**src/rtl/tdpc_pkg.sv**
```systemverilog
`timescale 1ns / 1ps
// ----------------------------------------------------------------------------
// tdpc_pkg
// Shared types, port codes and the color palette of the text display
// port controller.
// ----------------------------------------------------------------------------
package tdpc_pkg;

  typedef enum logic [1:0] {
    KIND_PORT_READ  = 2'd0,
    KIND_PORT_WRITE = 2'd1,
    KIND_TICK       = 2'd2,
    KIND_QUERY      = 2'd3
  } tdpc_kind_e;

  typedef enum logic [3:0] {
    OP_NOP,
    OP_RD_CURSOR,
    OP_RD_PIT,
    OP_WR_CRTC,
    OP_WR_CURSOR,
    OP_WR_PTR,
    OP_WR_CELL,
    OP_FILL,
    OP_TICK,
    OP_QUERY
  } tdpc_op_e;

  typedef struct packed {
    tdpc_op_e    op;
    logic [15:0] value;
    logic [10:0] cell_index;
  } tdpc_cmd_t;

  localparam logic [15:0] PORT_CRTC_INDEX = 16'h0001;
  localparam logic [15:0] PORT_CRTC_DATA  = 16'h0002;
  localparam logic [15:0] PORT_PIT        = 16'h0003;
  localparam logic [15:0] PORT_VRAM_PTR   = 16'h0010;
  localparam logic [15:0] PORT_VRAM_DATA  = 16'h0011;
  localparam logic [15:0] PORT_VRAM_FILL  = 16'h0012;

  localparam logic [7:0] CRTC_CURSOR_HI = 8'h0E;
  localparam logic [7:0] CRTC_CURSOR_LO = 8'h0F;

  localparam logic [15:0] CELL_BLANK       = 16'h0720;
  localparam logic [15:0] PIT_PERIOD_RESET = 16'd50;

  // 16-color text palette, R<<16 | G<<8 | B
  function automatic logic [23:0] palette_rgb(input logic [3:0] idx);
    logic [23:0] rgb;
    case (idx)
      4'd0:    rgb = 24'h000000;
      4'd1:    rgb = 24'h0000AA;
      4'd2:    rgb = 24'h00AA00;
      4'd3:    rgb = 24'h00AAAA;
      4'd4:    rgb = 24'hAA0000;
      4'd5:    rgb = 24'hAA00AA;
      4'd6:    rgb = 24'hAA5500;
      4'd7:    rgb = 24'hAAAAAA;
      4'd8:    rgb = 24'h555555;
      4'd9:    rgb = 24'h5555FF;
      4'd10:   rgb = 24'h55FF55;
      4'd11:   rgb = 24'h55FFFF;
      4'd12:   rgb = 24'hFF5555;
      4'd13:   rgb = 24'hFF55FF;
      4'd14:   rgb = 24'hFFFF55;
      default: rgb = 24'hFFFFFF;
    endcase
    return rgb;
  endfunction

endpackage

```
**src/rtl/tdpc_front.sv**
```systemverilog
`timescale 1ns / 1ps
// ----------------------------------------------------------------------------
// tdpc_front
// Accepts input transactions and decodes kind and port into a command
// for the queue.
// ----------------------------------------------------------------------------
module tdpc_front (
  input  logic                 in_valid_i,
  output logic                 in_stall_o,
  input  logic [1:0]           kind_i,
  input  logic [15:0]          port_i,
  input  logic [15:0]          value_i,
  input  logic [10:0]          cell_index_i,
  input  logic                 q_full_i,
  input  logic                 init_busy_i,
  output logic                 push_o,
  output tdpc_pkg::tdpc_cmd_t  cmd_o
);

  tdpc_pkg::tdpc_op_e op;

  always_comb begin
    op = tdpc_pkg::OP_NOP;
    case (tdpc_pkg::tdpc_kind_e'(kind_i))
      tdpc_pkg::KIND_PORT_READ: begin
        if (port_i == tdpc_pkg::PORT_CRTC_DATA) begin
          op = tdpc_pkg::OP_RD_CURSOR;
        end else if (port_i == tdpc_pkg::PORT_PIT) begin
          op = tdpc_pkg::OP_RD_PIT;
        end
      end
      tdpc_pkg::KIND_PORT_WRITE: begin
        case (port_i)
          tdpc_pkg::PORT_CRTC_INDEX: op = tdpc_pkg::OP_WR_CRTC;
          tdpc_pkg::PORT_CRTC_DATA:  op = tdpc_pkg::OP_WR_CURSOR;
          tdpc_pkg::PORT_VRAM_PTR:   op = tdpc_pkg::OP_WR_PTR;
          tdpc_pkg::PORT_VRAM_DATA:  op = tdpc_pkg::OP_WR_CELL;
          tdpc_pkg::PORT_VRAM_FILL:  op = tdpc_pkg::OP_FILL;
          default:                   op = tdpc_pkg::OP_NOP;
        endcase
      end
      tdpc_pkg::KIND_TICK:  op = tdpc_pkg::OP_TICK;
      tdpc_pkg::KIND_QUERY: op = tdpc_pkg::OP_QUERY;
      default:              op = tdpc_pkg::OP_NOP;
    endcase
  end

  // hold off while the queue is full or the cell store is still being cleared
  assign in_stall_o = q_full_i || init_busy_i;
  assign push_o     = in_valid_i && !in_stall_o;

  assign cmd_o.op         = op;
  assign cmd_o.value      = value_i;
  assign cmd_o.cell_index = cell_index_i;

endmodule

```
**config.mk**
```make
export PLATFORM = sky130hd
export DESIGN_NAME = tdpc_front
export DESIGN_NICKNAME = d
export VERILOG_FILES = /design/src/rtl/tdpc_pkg.sv /design/src/rtl/tdpc_front.sv
export SDC_FILE = /design/constraint.sdc
export NUM_CORES = 1
export LEC_CHECK = 0
export BUFFER_PORTS_ARGS = -buffer_cell sky130_fd_sc_hd__buf_4
export CAP_MARGIN = 20
export CORE_MARGIN = 2
export CORE_UTILIZATION = 26
export DETAILED_ROUTE_END_ITERATION = 8
export PLACE_DENSITY = 0.89
export SYNTH_ARGS = -nofsm -noshare
export SYNTH_HDL_FRONTEND = slang
export SYNTH_SLANG_ARGS = --single-unit
```
**constraint.sdc**
```tcl
create_clock -name vclk -period 2
set_input_delay 0.4 -clock vclk [all_inputs]
set_output_delay 0.4 -clock vclk [all_outputs]
set_load 0.01 [all_outputs]
```
* After elaboration in Yosys (flattened, before gate mapping)
Cells that the tools add are included.
Storage, ports and cells: register bits 0, input port bits 48, output and inout port bits 33, logic and storage cells 17
Cells by class: equality and inequality tests 9, mux-type cells 4, reductions and logical operators 4
Operator list (number):
- $eq A16 B5 Y1 const B | 3
- $eq A16 B2 Y1 const B | 2
- $eq A16 B1 Y1 const B | 1
- $pmux W4 S4 | 1
- $pmux W3 S5 | 1
- $eq A2 B2 Y1 const B | 2
- $mux W2 | 2
- $eq A2 B1 Y1 const B | 1
- $logic_not A2 Y1 | 1
- $logic_and A1 B1 Y1 | 1
- $logic_not A1 Y1 | 1
- $logic_or A1 B1 Y1 | 1

* Logic depth before layout (Yosys ltp)
word-level depth 4, depth in mapped cells 3, depth with buffers taken out 3

* Worst setup path after synthesis
OpenSTA, ideal clock, no wires.
path type input port to output port, start in port_i[5], end out cmd_o[29] (netlist bit), arrival 1.168 ns, data required time 1.600 ns, path slack 0.432 ns, stages on the path 3, path buffers 0, cells stage by stage nor4_2 > nand4_1 > nor4b_2
RTL lines:
- from (decl) | line tdpc_front.sv:11 | input logic [15:0] port_i,
- to (decl) | line tdpc_front.sv:17 | output tdpc_pkg::tdpc_cmd_t cmd_o

==> impl_metrics.py <==
metrics = {
    "outcome": {
        "outcome": "complete, no violations",
    },
    "floorplanning": {
        "die_y_microns": 41.23,
        "die_area_sq_um": 1700,
        "core_area_sq_um": 1301,
        "row_count": 13,
        "fp.dieW_microns": 41.23,
        "start_util": 0.2769,
        "ioPinCount": 81,
    },
    "cells_and_area": {
        "final_nets": 98,
        "layout-drive-gt1-share": 0.6458,
        "seqCellArea_sq_um": 0,
        "seq_cells": 0,
        "fill_cells": 145,
        "synthToLayoutAreaGrowth_pct": 4.167,
        "nClkBuffers": 0,
        "final_cell_area_sq_um": 375.4,
        "antenna-diode-count": 0,
    },
    "setup_path": {
        "cp_top_family": "simple AND/OR/NAND/NOR gates",
        "worst-setup-path-type": "input port to primary output",
        "cpPeakStageDelay_ns": 0.30,
        "crit_buf_inv": 2,
        "critPathLaunchType": "input port",
        "cp_slowest_cell": "nor4b_2",
        "setup.worst_path.start": "port_i[10]",
        "worstPathArrival_ns": 1.40,
        "endpoint_kind": "primary output",
        "cp_max_fo": 3,
        "worstPathCellList": "buf_4, nor4_2, nand4_1, nor4b_2, buf_4",
        "critPathRequiredTime_ns": 1.60,
        "cpMostUsedCell": "buf_4",
    },
    "logic_synthesis": {
        "syn_nets": 97,
        "yosys_warnings": 0,
        "yosysTopAreaCell": "buf_4",
        "synthCells": 49,
        "syn_avg_cell_area_sq_um": 7.354,
        "synthDistinctLibCells": 18,
        "yosys-top-cells-area": "buf_4, nor4_2, a211oi_1",
        "ys_seq_area_frac": 0,
        "yosys.area.top_type_share": 0.5625,
        "synth_area_sq_um": 360.3,
    },
    "timing": {
        "period_share": 0.9008,
        "final_max_slew_viol_count": 0,
        "finalSetupViolCount": 0,
        "max_freq_ghz": 0.5550,
        "tightest_slew_ns": 0.2463,
        "relSlewSlack": 0.8335,
        "tns_ns": 0,
        "hold_violations": 0,
        "fin_crit_ns": 1.802,
        "rsz0062_at_grt": "no",
    },
    "routing": {
        "wl_per_cell_microns": 12.65,
        "vias": 303,
        "dr.pass1.iters": 4,
        "wl_microns": 797,
        "drt_iter0_markers": 4,
        "antenna_left": 0,
        "drc": 0,
        "via_per_inst": 4.810,
    },
    "power": {
        "ir_worst_vdd_v": 0.00004182,
        "p_leak_uw": 0.0001788,
        "power_density_nw_per_um2": 157.1,
    },
    "global_route": {
        "grt_max_degree": 8,
        "grt_pass1_vias": 262,
        "antenna_found_initial": 0,
        "gr-total-overflow": 0,
        "grt.total_usage": 0.07854,
        "grt_pass1_wl_microns": 959,
    },
    "placement": {
        "placed_area_sq_um": 375.4,
        "dp_hpwl_microns": 698.8,
        "io_buffers": 27,
        "place_congestion": 0.5555,
    },
    "min_path": {
        "hold_path.class": "input port to primary output",
        "min_from": "value_i[10]",
    },
    "cts": {
        "cts_hold_buffers": 0,
        "post_cts_buffers": 0,
        "cts-resized-gates": 0,
    },
    "run": {
        "cap_violations": 0,
    },
}
[per-stage QoR]
step | setup slack, ns | cells | total power [uW] | utilization | hold WS, ns
2_1_floorplan | 0.4319 | 49 | 70.75 | - | 0.8341
3_3_place_gp | 0.2358 | 63 | 58.15 | 0.2885 | 0.8001
3_5_place_dp | 0.1934 | 63 | 59.39 | 0.2885 | 0.8001
4_1_cts | 0.1857 | 63 | 59.58 | 0.2885 | 0.8001
5_1_grt | 0.1369 | 63 | 64.13 | 0.2885 | 0.8000
6_report | 0.1983 | 63 | 58.98 | 0.2885 | 0.8000
[worst paths after layout]
check / end / cells after the start
max: cmd_o[29] / 5
min: cmd_o[21] / 0
[layout by cell type (no fill, tap or decap), drive strengths merged]
cell | netlist | routed
nor4b | 2 | 2
nor3b | 1 | 1
nand2 | 1 | 1
o21ai | 2 | 2
and3b | 1 | 1
nand4 | 1 | 1
nor3 | 1 | 1
nor2 | 2 | 2
inv | 2 | 2
nor4 | 2 | 2
or2 | 1 | 1
buf | 27 | 27
nor4bb | 1 | 1
mux2i | 1 | 1
a211oi | 2 | 2
nand3b | 1 | 1
[Yosys cell counts (2+ instances only)]
cell type	count
inv_1	2
nor4_2	2
nor2_1	2
a211oi_1	2
buf_4	27
o21ai_0	2
[final cells by class]
type | count | area [sq um] | area share
multi-input cells | 19 | 146.4 | 0.3900
inverters | 2 | 7.507 | 0.02000
repair buffers | 27 | 202.7 | 0.5400
well taps | 15 | 18.77 | 0.05000
[power by group]
group / leakage, uW / switching [uW] / total (uW) / internal [uW]
logic: 0.000179 / 20.4 / 59.0 / 38.5
registers: 0 / 0 / 0 / 0
clock network: 0 / 0 / 0 / 0
total: 0.000179 / 20.4 / 59.0 / 38.5
[logic make-up after synthesis]
group	share of synthesized area
compound gates	0.06943
buf+inv	0.5937
mux	0.02778
simple gates	0.3090
[metal layers]
metal  global-route usage  up-vias  routed length [microns]
met5                    0        -                        0
met4              0.05645        0                       54
met3              0.01087       10                      122
met2               0.1758       23                      421
met1              0.05380      130                      198
li1                     -      140                        -
Power figures use the tool's default switching activity.
