## config.mk

```make
export PLATFORM = sky130hd
export DESIGN_NAME = tdpc_queue
export DESIGN_NICKNAME = d
export VERILOG_FILES = /design/src/rtl/tdpc_pkg.sv /design/src/rtl/tdpc_queue.sv
export SDC_FILE = /design/constraint.sdc
export NUM_CORES = 1
export LEC_CHECK = 0
export ABC_AREA = 1
export BUFFER_PORTS_ARGS = -buffer_cell sky130_fd_sc_hd__buf_2
export CORE_ASPECT_RATIO = 1.1
export CORE_MARGIN = 10
export CORE_UTILIZATION = 52
export CTS_CLUSTER_DIAMETER = 80
export DETAILED_ROUTE_END_ITERATION = 10
export PLACE_DENSITY = 0.81
export SYNTH_ARGS = -nofsm -noshare
export SYNTH_HDL_FRONTEND = slang
export SYNTH_SLANG_ARGS = --single-unit
```

## constraint.sdc

```tcl
create_clock -name clk_i -period 3 [get_ports clk_i]
set_clock_uncertainty 0.2 [all_clocks]
set_input_delay 0.3 -clock clk_i [delete_from_list [all_inputs] [get_ports clk_i]]
set_output_delay 0.3 -clock clk_i [all_outputs]
set_load 0.03 [all_outputs]
```

## src/rtl/tdpc_pkg.sv

```systemverilog
`timescale 1ns / 1ps
// ----------------------------------------------------------------------------
// tdpc_pkg
// Shared types, port codes and the color palette of the text display
// port controller.
// ----------------------------------------------------------------------------
package tdpc_pkg;

  typedef enum logic [1:0] {
    KIND_PORT_READ  = 2'd0,
    KIND_PORT_WRITE = 2'd1,
    KIND_TICK       = 2'd2,
    KIND_QUERY      = 2'd3
  } tdpc_kind_e;

  typedef enum logic [3:0] {
    OP_NOP,
    OP_RD_CURSOR,
    OP_RD_PIT,
    OP_WR_CRTC,
    OP_WR_CURSOR,
    OP_WR_PTR,
    OP_WR_CELL,
    OP_FILL,
    OP_TICK,
    OP_QUERY
  } tdpc_op_e;

  typedef struct packed {
    tdpc_op_e    op;
    logic [15:0] value;
    logic [10:0] cell_index;
  } tdpc_cmd_t;

  localparam logic [15:0] PORT_CRTC_INDEX = 16'h0001;
  localparam logic [15:0] PORT_CRTC_DATA  = 16'h0002;
  localparam logic [15:0] PORT_PIT        = 16'h0003;
  localparam logic [15:0] PORT_VRAM_PTR   = 16'h0010;
  localparam logic [15:0] PORT_VRAM_DATA  = 16'h0011;
  localparam logic [15:0] PORT_VRAM_FILL  = 16'h0012;

  localparam logic [7:0] CRTC_CURSOR_HI = 8'h0E;
  localparam logic [7:0] CRTC_CURSOR_LO = 8'h0F;

  localparam logic [15:0] CELL_BLANK       = 16'h0720;
  localparam logic [15:0] PIT_PERIOD_RESET = 16'd50;

  // 16-color text palette, R<<16 | G<<8 | B
  function automatic logic [23:0] palette_rgb(input logic [3:0] idx);
    logic [23:0] rgb;
    case (idx)
      4'd0:    rgb = 24'h000000;
      4'd1:    rgb = 24'h0000AA;
      4'd2:    rgb = 24'h00AA00;
      4'd3:    rgb = 24'h00AAAA;
      4'd4:    rgb = 24'hAA0000;
      4'd5:    rgb = 24'hAA00AA;
      4'd6:    rgb = 24'hAA5500;
      4'd7:    rgb = 24'hAAAAAA;
      4'd8:    rgb = 24'h555555;
      4'd9:    rgb = 24'h5555FF;
      4'd10:   rgb = 24'h55FF55;
      4'd11:   rgb = 24'h55FFFF;
      4'd12:   rgb = 24'hFF5555;
      4'd13:   rgb = 24'hFF55FF;
      4'd14:   rgb = 24'hFFFF55;
      default: rgb = 24'hFFFFFF;
    endcase
    return rgb;
  endfunction

endpackage

```

## src/rtl/tdpc_queue.sv

```systemverilog
`timescale 1ns / 1ps
// ----------------------------------------------------------------------------
// tdpc_queue
// Two-entry command queue between the decode front and the execution back.
// ----------------------------------------------------------------------------
module tdpc_queue (
  input  logic                 clk_i,
  input  logic                 rst_ni,
  input  logic                 push_i,
  input  tdpc_pkg::tdpc_cmd_t  cmd_i,
  input  logic                 pop_i,
  output logic                 full_o,
  output logic                 empty_o,
  output tdpc_pkg::tdpc_cmd_t  cmd_o
);

  tdpc_pkg::tdpc_cmd_t entry_q [2];
  logic                wr_ptr_q, wr_ptr_d;
  logic                rd_ptr_q, rd_ptr_d;
  logic [1:0]          count_q, count_d;

  always_comb begin
    wr_ptr_d = wr_ptr_q;
    rd_ptr_d = rd_ptr_q;
    count_d  = count_q;
    if (push_i) begin
      wr_ptr_d = ~wr_ptr_q;
    end
    if (pop_i) begin
      rd_ptr_d = ~rd_ptr_q;
    end
    if (push_i && !pop_i) begin
      count_d = count_q + 2'd1;
    end else if (pop_i && !push_i) begin
      count_d = count_q - 2'd1;
    end
  end

  always_ff @(posedge clk_i or negedge rst_ni) begin
    if (!rst_ni) begin
      wr_ptr_q <= 1'b0;
      rd_ptr_q <= 1'b0;
      count_q  <= 2'd0;
    end else begin
      wr_ptr_q <= wr_ptr_d;
      rd_ptr_q <= rd_ptr_d;
      count_q  <= count_d;
    end
  end

  always_ff @(posedge clk_i) begin
    if (push_i) begin
      entry_q[wr_ptr_q] <= cmd_i;
    end
  end

  assign full_o  = (count_q == 2'd2);
  assign empty_o = (count_q == 2'd0);
  assign cmd_o   = entry_q[rd_ptr_q];

endmodule

```

Yosys cells after proc, flatten, opt, wreduce, memory -nomap -nowiden

Memories as Yosys holds them, arrays and structs flattened.
Index checks and enable logic that the tools add are counted.

Register bits after elaboration: 4
RAM bits: 62
Input bits: 35
Output and inout bits: 33
Logic and storage cells: 19
Memories kept: 1

$add $sub $neg: 2
Eq/ne operators: 1
Muxes and demuxes: 4
Bitwise logic cells: 2
Reductions and logical operators: 6

Memory list:

| name    | depth | width | rd ports | clocked after memory_dff | wr ports | RTL line         | RTL |
|---|---|---|---|---|---|---|---|
| entry_q | 2     | 31    | 1        | 0                        | 1        | tdpc_queue.sv:17 | `tdpc_pkg::tdpc_cmd_t entry_q [2];` |

Operator list:

| kind                | count |
|---|---|
| $mux 2              | 2 |
| $add 2x1->2 const B | 1 |
| $eq 2x2->1 const B  | 1 |
| $logic_and 1x1->1   | 2 |
| $logic_not 1->1     | 2 |
| $logic_not 2->1     | 1 |
| $mux 1              | 2 |
| $not 1->1           | 2 |
| $reduce_bool 2->1   | 1 |
| $sub 2x1->2 const B | 1 |

Depth between registers and ports, before layout

Word-level depth: 4
Depth in mapped cells: 7
Depth with buffers taken out: 7

Worst setup path before layout

OpenSTA, ideal clock, no wires.

Path kind: register to register
Start point: register wr_ptr_q
End point: memory entry_q[0][0] (netlist name) (enable)
Library setup time: 0.420 ns
Arrival: 1.724 ns
Data required time: 2.380 ns
Slack: 0.657 ns
Stages on the path, launching flop included: 2
Buffers on the path: 0
Period minus slack after synthesis: 2.343 ns
Cell sequence: dfrtp_1 > nor2_1

RTL lines:

| what                   | RTL line         | RTL |
|---|---|---|
| start, declared        | tdpc_queue.sv:18 | `logic wr_ptr_q, wr_ptr_d;` |
| start signal, assigned | tdpc_queue.sv:45 | `wr_ptr_q <= wr_ptr_d;` |
| end, declared          | tdpc_queue.sv:17 |  |

Straight into the memory's write port.

==> impl_metrics.ini <==
[sta]
setup-tns-final_ns = 0
post-route-min-period_ns = 2.225
rsz0062_at_grt = no
slew_violations = 0
fin_crit_sh = 0.7415
worst_slack_ns = 0.7755
setup_viol = 0
hold_violations = 0
timing_worst_slew_pin_value_ns = 0.9172
max_slew_margin = 0.3871
fmax_mhz = 449.5
whs_ns = 0.1241

[grt]
grt_start_max_net_pins = 32
antenna_found_initial = 0
grt_overflow_total = 0
grt_pass1_wl_um = 8652
grt_pass1_vias = 1676
grt_use_total = 0.1379

[logic_synthesis]
yosys.cell_types.count = 14
synth_nets = 158
syn-cell-area_um2 = 2597
syn_avg_cell_area_um2 = 21.29
ys_seq_area_frac = 0.7553
postSynthCellCount = 122
ys_seq_elements = 66
ys_warn_count = 0

[power]
power.share.combinational = 0.343
ir_worst_vdd_mv = 0.6805
seqPwrFrac = 0.370
power.density_nw_per_um2 = 1013
p_leak_nw = 1.510
p_int_mw = 2.467
p_sw_mw = 1.179
switching_share = 0.3234
pwr-share-clk = 0.288

[placed_design]
dp.cells = 243
place_ws_ns = 1.127
gp_congestion = 0.6714
port-buffer-count = 67
place_hpwl_um = 3618

[cts]
clk_pin_slew_ns = 0.07
postCtsSetupRepairBufs = 0
cts_max_path_buffers = 2
cts-root-buf = clkbuf_8
clock_latency_ns = 0.32
cts_tree = yes
cts_resized = 0
clkSinkCount = 66
h-tree-depth = 3
numCtsBuffers = 9

[layout]
fin_cells = 294
fin_nets = 268
fill_cells = 283
syn2layout_area_growth_pct = 38.58
drive_gt1_frac = 0.4979

[floorplanning]
start_util = 0.5469
row_count = 26
die_w_um = 87.39
coreArea_um2 = 4750
ioPinCount = 68
die_h_um = 94.13
die-area_um2 = 8225

[worst_setup_path]
end_kind = primary output
critPathKind = flip-flop to primary output
cp-startpoint = rd_ptr_q
crit_fanout = 20
startpoint_type = flip-flop
worstPathArrival_ns = 1.72
r2r_start = wr_ptr_q
cp.required_ns = 2.50

[route]
drc_errors = 0
via_count = 1444
wl_per_cell_um = 18.72
totalWireLength_um = 5504
via_per_inst = 4.912
detail-route-antenna-nets = 0
first_pass_iters = 4
drtIter0Drc = 77

[worst_hold_path]
hold_path.class = primary input to async pin

[job]
drv_cap = 0

[outcome]
status = finished clean
stage by stage:
| step | util | power [mW] | area (µm²) |
|---|---|---|---|
| 6_report | 0.7579 | 3.646 | 3600 |
| 5_1_grt | 0.7574 | 3.786 | 3597 |
| 4_1_cts | 0.7574 | 3.675 | 3597 |
| 3_5_place_dp | 0.6249 | 2.593 | 2968 |
| 3_3_place_gp | 0.6249 | 2.538 | 2968 |
| 2_1_floorplan | - | 2.340 | 2597 |
kinds of logic after synthesis:
logic type	Yosys count	synth area share
xor+xnor	3	0.01012
fa+ha+maj	1	0.004816
buf+inv	11	0.03757
flops	66	0.7553
mux	31	0.1763
simple gates	10	0.01590
layer usage:
| metal | part of all wire | track usage |
|---|---|---|
| met5 | 0 | 0 |
| met4 | 0.021 | 0.06915 |
| met3 | 0.044 | 0.04427 |
| met2 | 0.56 | 0.2488 |
| met1 | 0.37 | 0.1367 |
Yosys cell counts (all sizes together):
| cell | number | area share |
|---|---|---|
| edfxtp | 62 | 0.72 |
| xor2 | 2 | 0.0067 |
| nand2 | 5 | 0.0072 |
| nand3 | 1 | 0.0019 |
| mux2 | 31 | 0.18 |
| buf | 4 | 0.027 |
| ha | 1 | 0.0048 |
| dfrtp | 4 | 0.039 |
| xnor2 | 1 | 0.0034 |
| inv | 7 | 0.010 |
| nand4 | 1 | 0.0024 |
| nor2 | 3 | 0.0043 |
state kept, by name, summed over array words and instances, names as in the netlist:
name and count:
rd_ptr_q 1, count_q 2, wr_ptr_q 1, entry_q 62
power groups by stage:
stage	combinational [mW]	sequential, mW	clock [mW]
after detailed placement	1.23	1.37	0
after CTS	1.26	1.35	1.06
final	1.25	1.35	1.05
after floorplan	1.04	1.30	0
after global placement	1.20	1.34	0
after global routing	1.31	1.37	1.10
area by class of cell:
type,instances,area [µm²],area share
Clock inverter,7,165.2,0.04588
Multi-Input combinational cell,45,545.5,0.1515
Tap cell,56,70.07,0.01946
Antenna cell,1,2.502,0.0006952
Sequential cell,66,1963,0.5454
Clock buffer,9,123.9,0.03441
Timing Repair Buffer,103,703.2,0.1953
Inverter,7,26.28,0.007299
worst max-delay path: stages (launching register included):
cell and delay [ns]:
dfrtp_2 0.63, buf_12 0.25, mux2_4 0.31, buf_2 0.18
timing repair:
item / 4_1_cts / 5_1_grt
endpoints found under the setup margin: 0 / 0
hold endpoints to repair: 68 / 0
hold buffers: 34 / 0
cell usage in the layout (no fill, tap or decap), drive strengths merged:
cell type    synthesis  final
dfrtp                4      4
clkbuf               0      9
inv                  7      7
edfxtp              62     62
xnor2                1      1
xor2                 2      2
nand2                5      5
nand3                1      1
dlygate4sd3          0     34
buf                  4     69
mux2                31     31
ha                   1      1
nand4                1      1
clkinvlp             0      2
nor2                 3      3
bufinv               0      5
diode                0      1
worst paths after layout:
kind | to | cells after the start | slack (ns)
max | cmd_o[19] | 3 | 0.78
min | count_q[0] | 2 | 0.12
max reg2reg | entry_q[1][6] | 3 | 1.21
min reg2reg | wr_ptr_q | 1 | 0.36
max in group asynchronous | rd_ptr_q | 2 | 2.33
min in group clk_i | wr_ptr_q | 1 | 0.36
(Power assumes the default switching activity.)
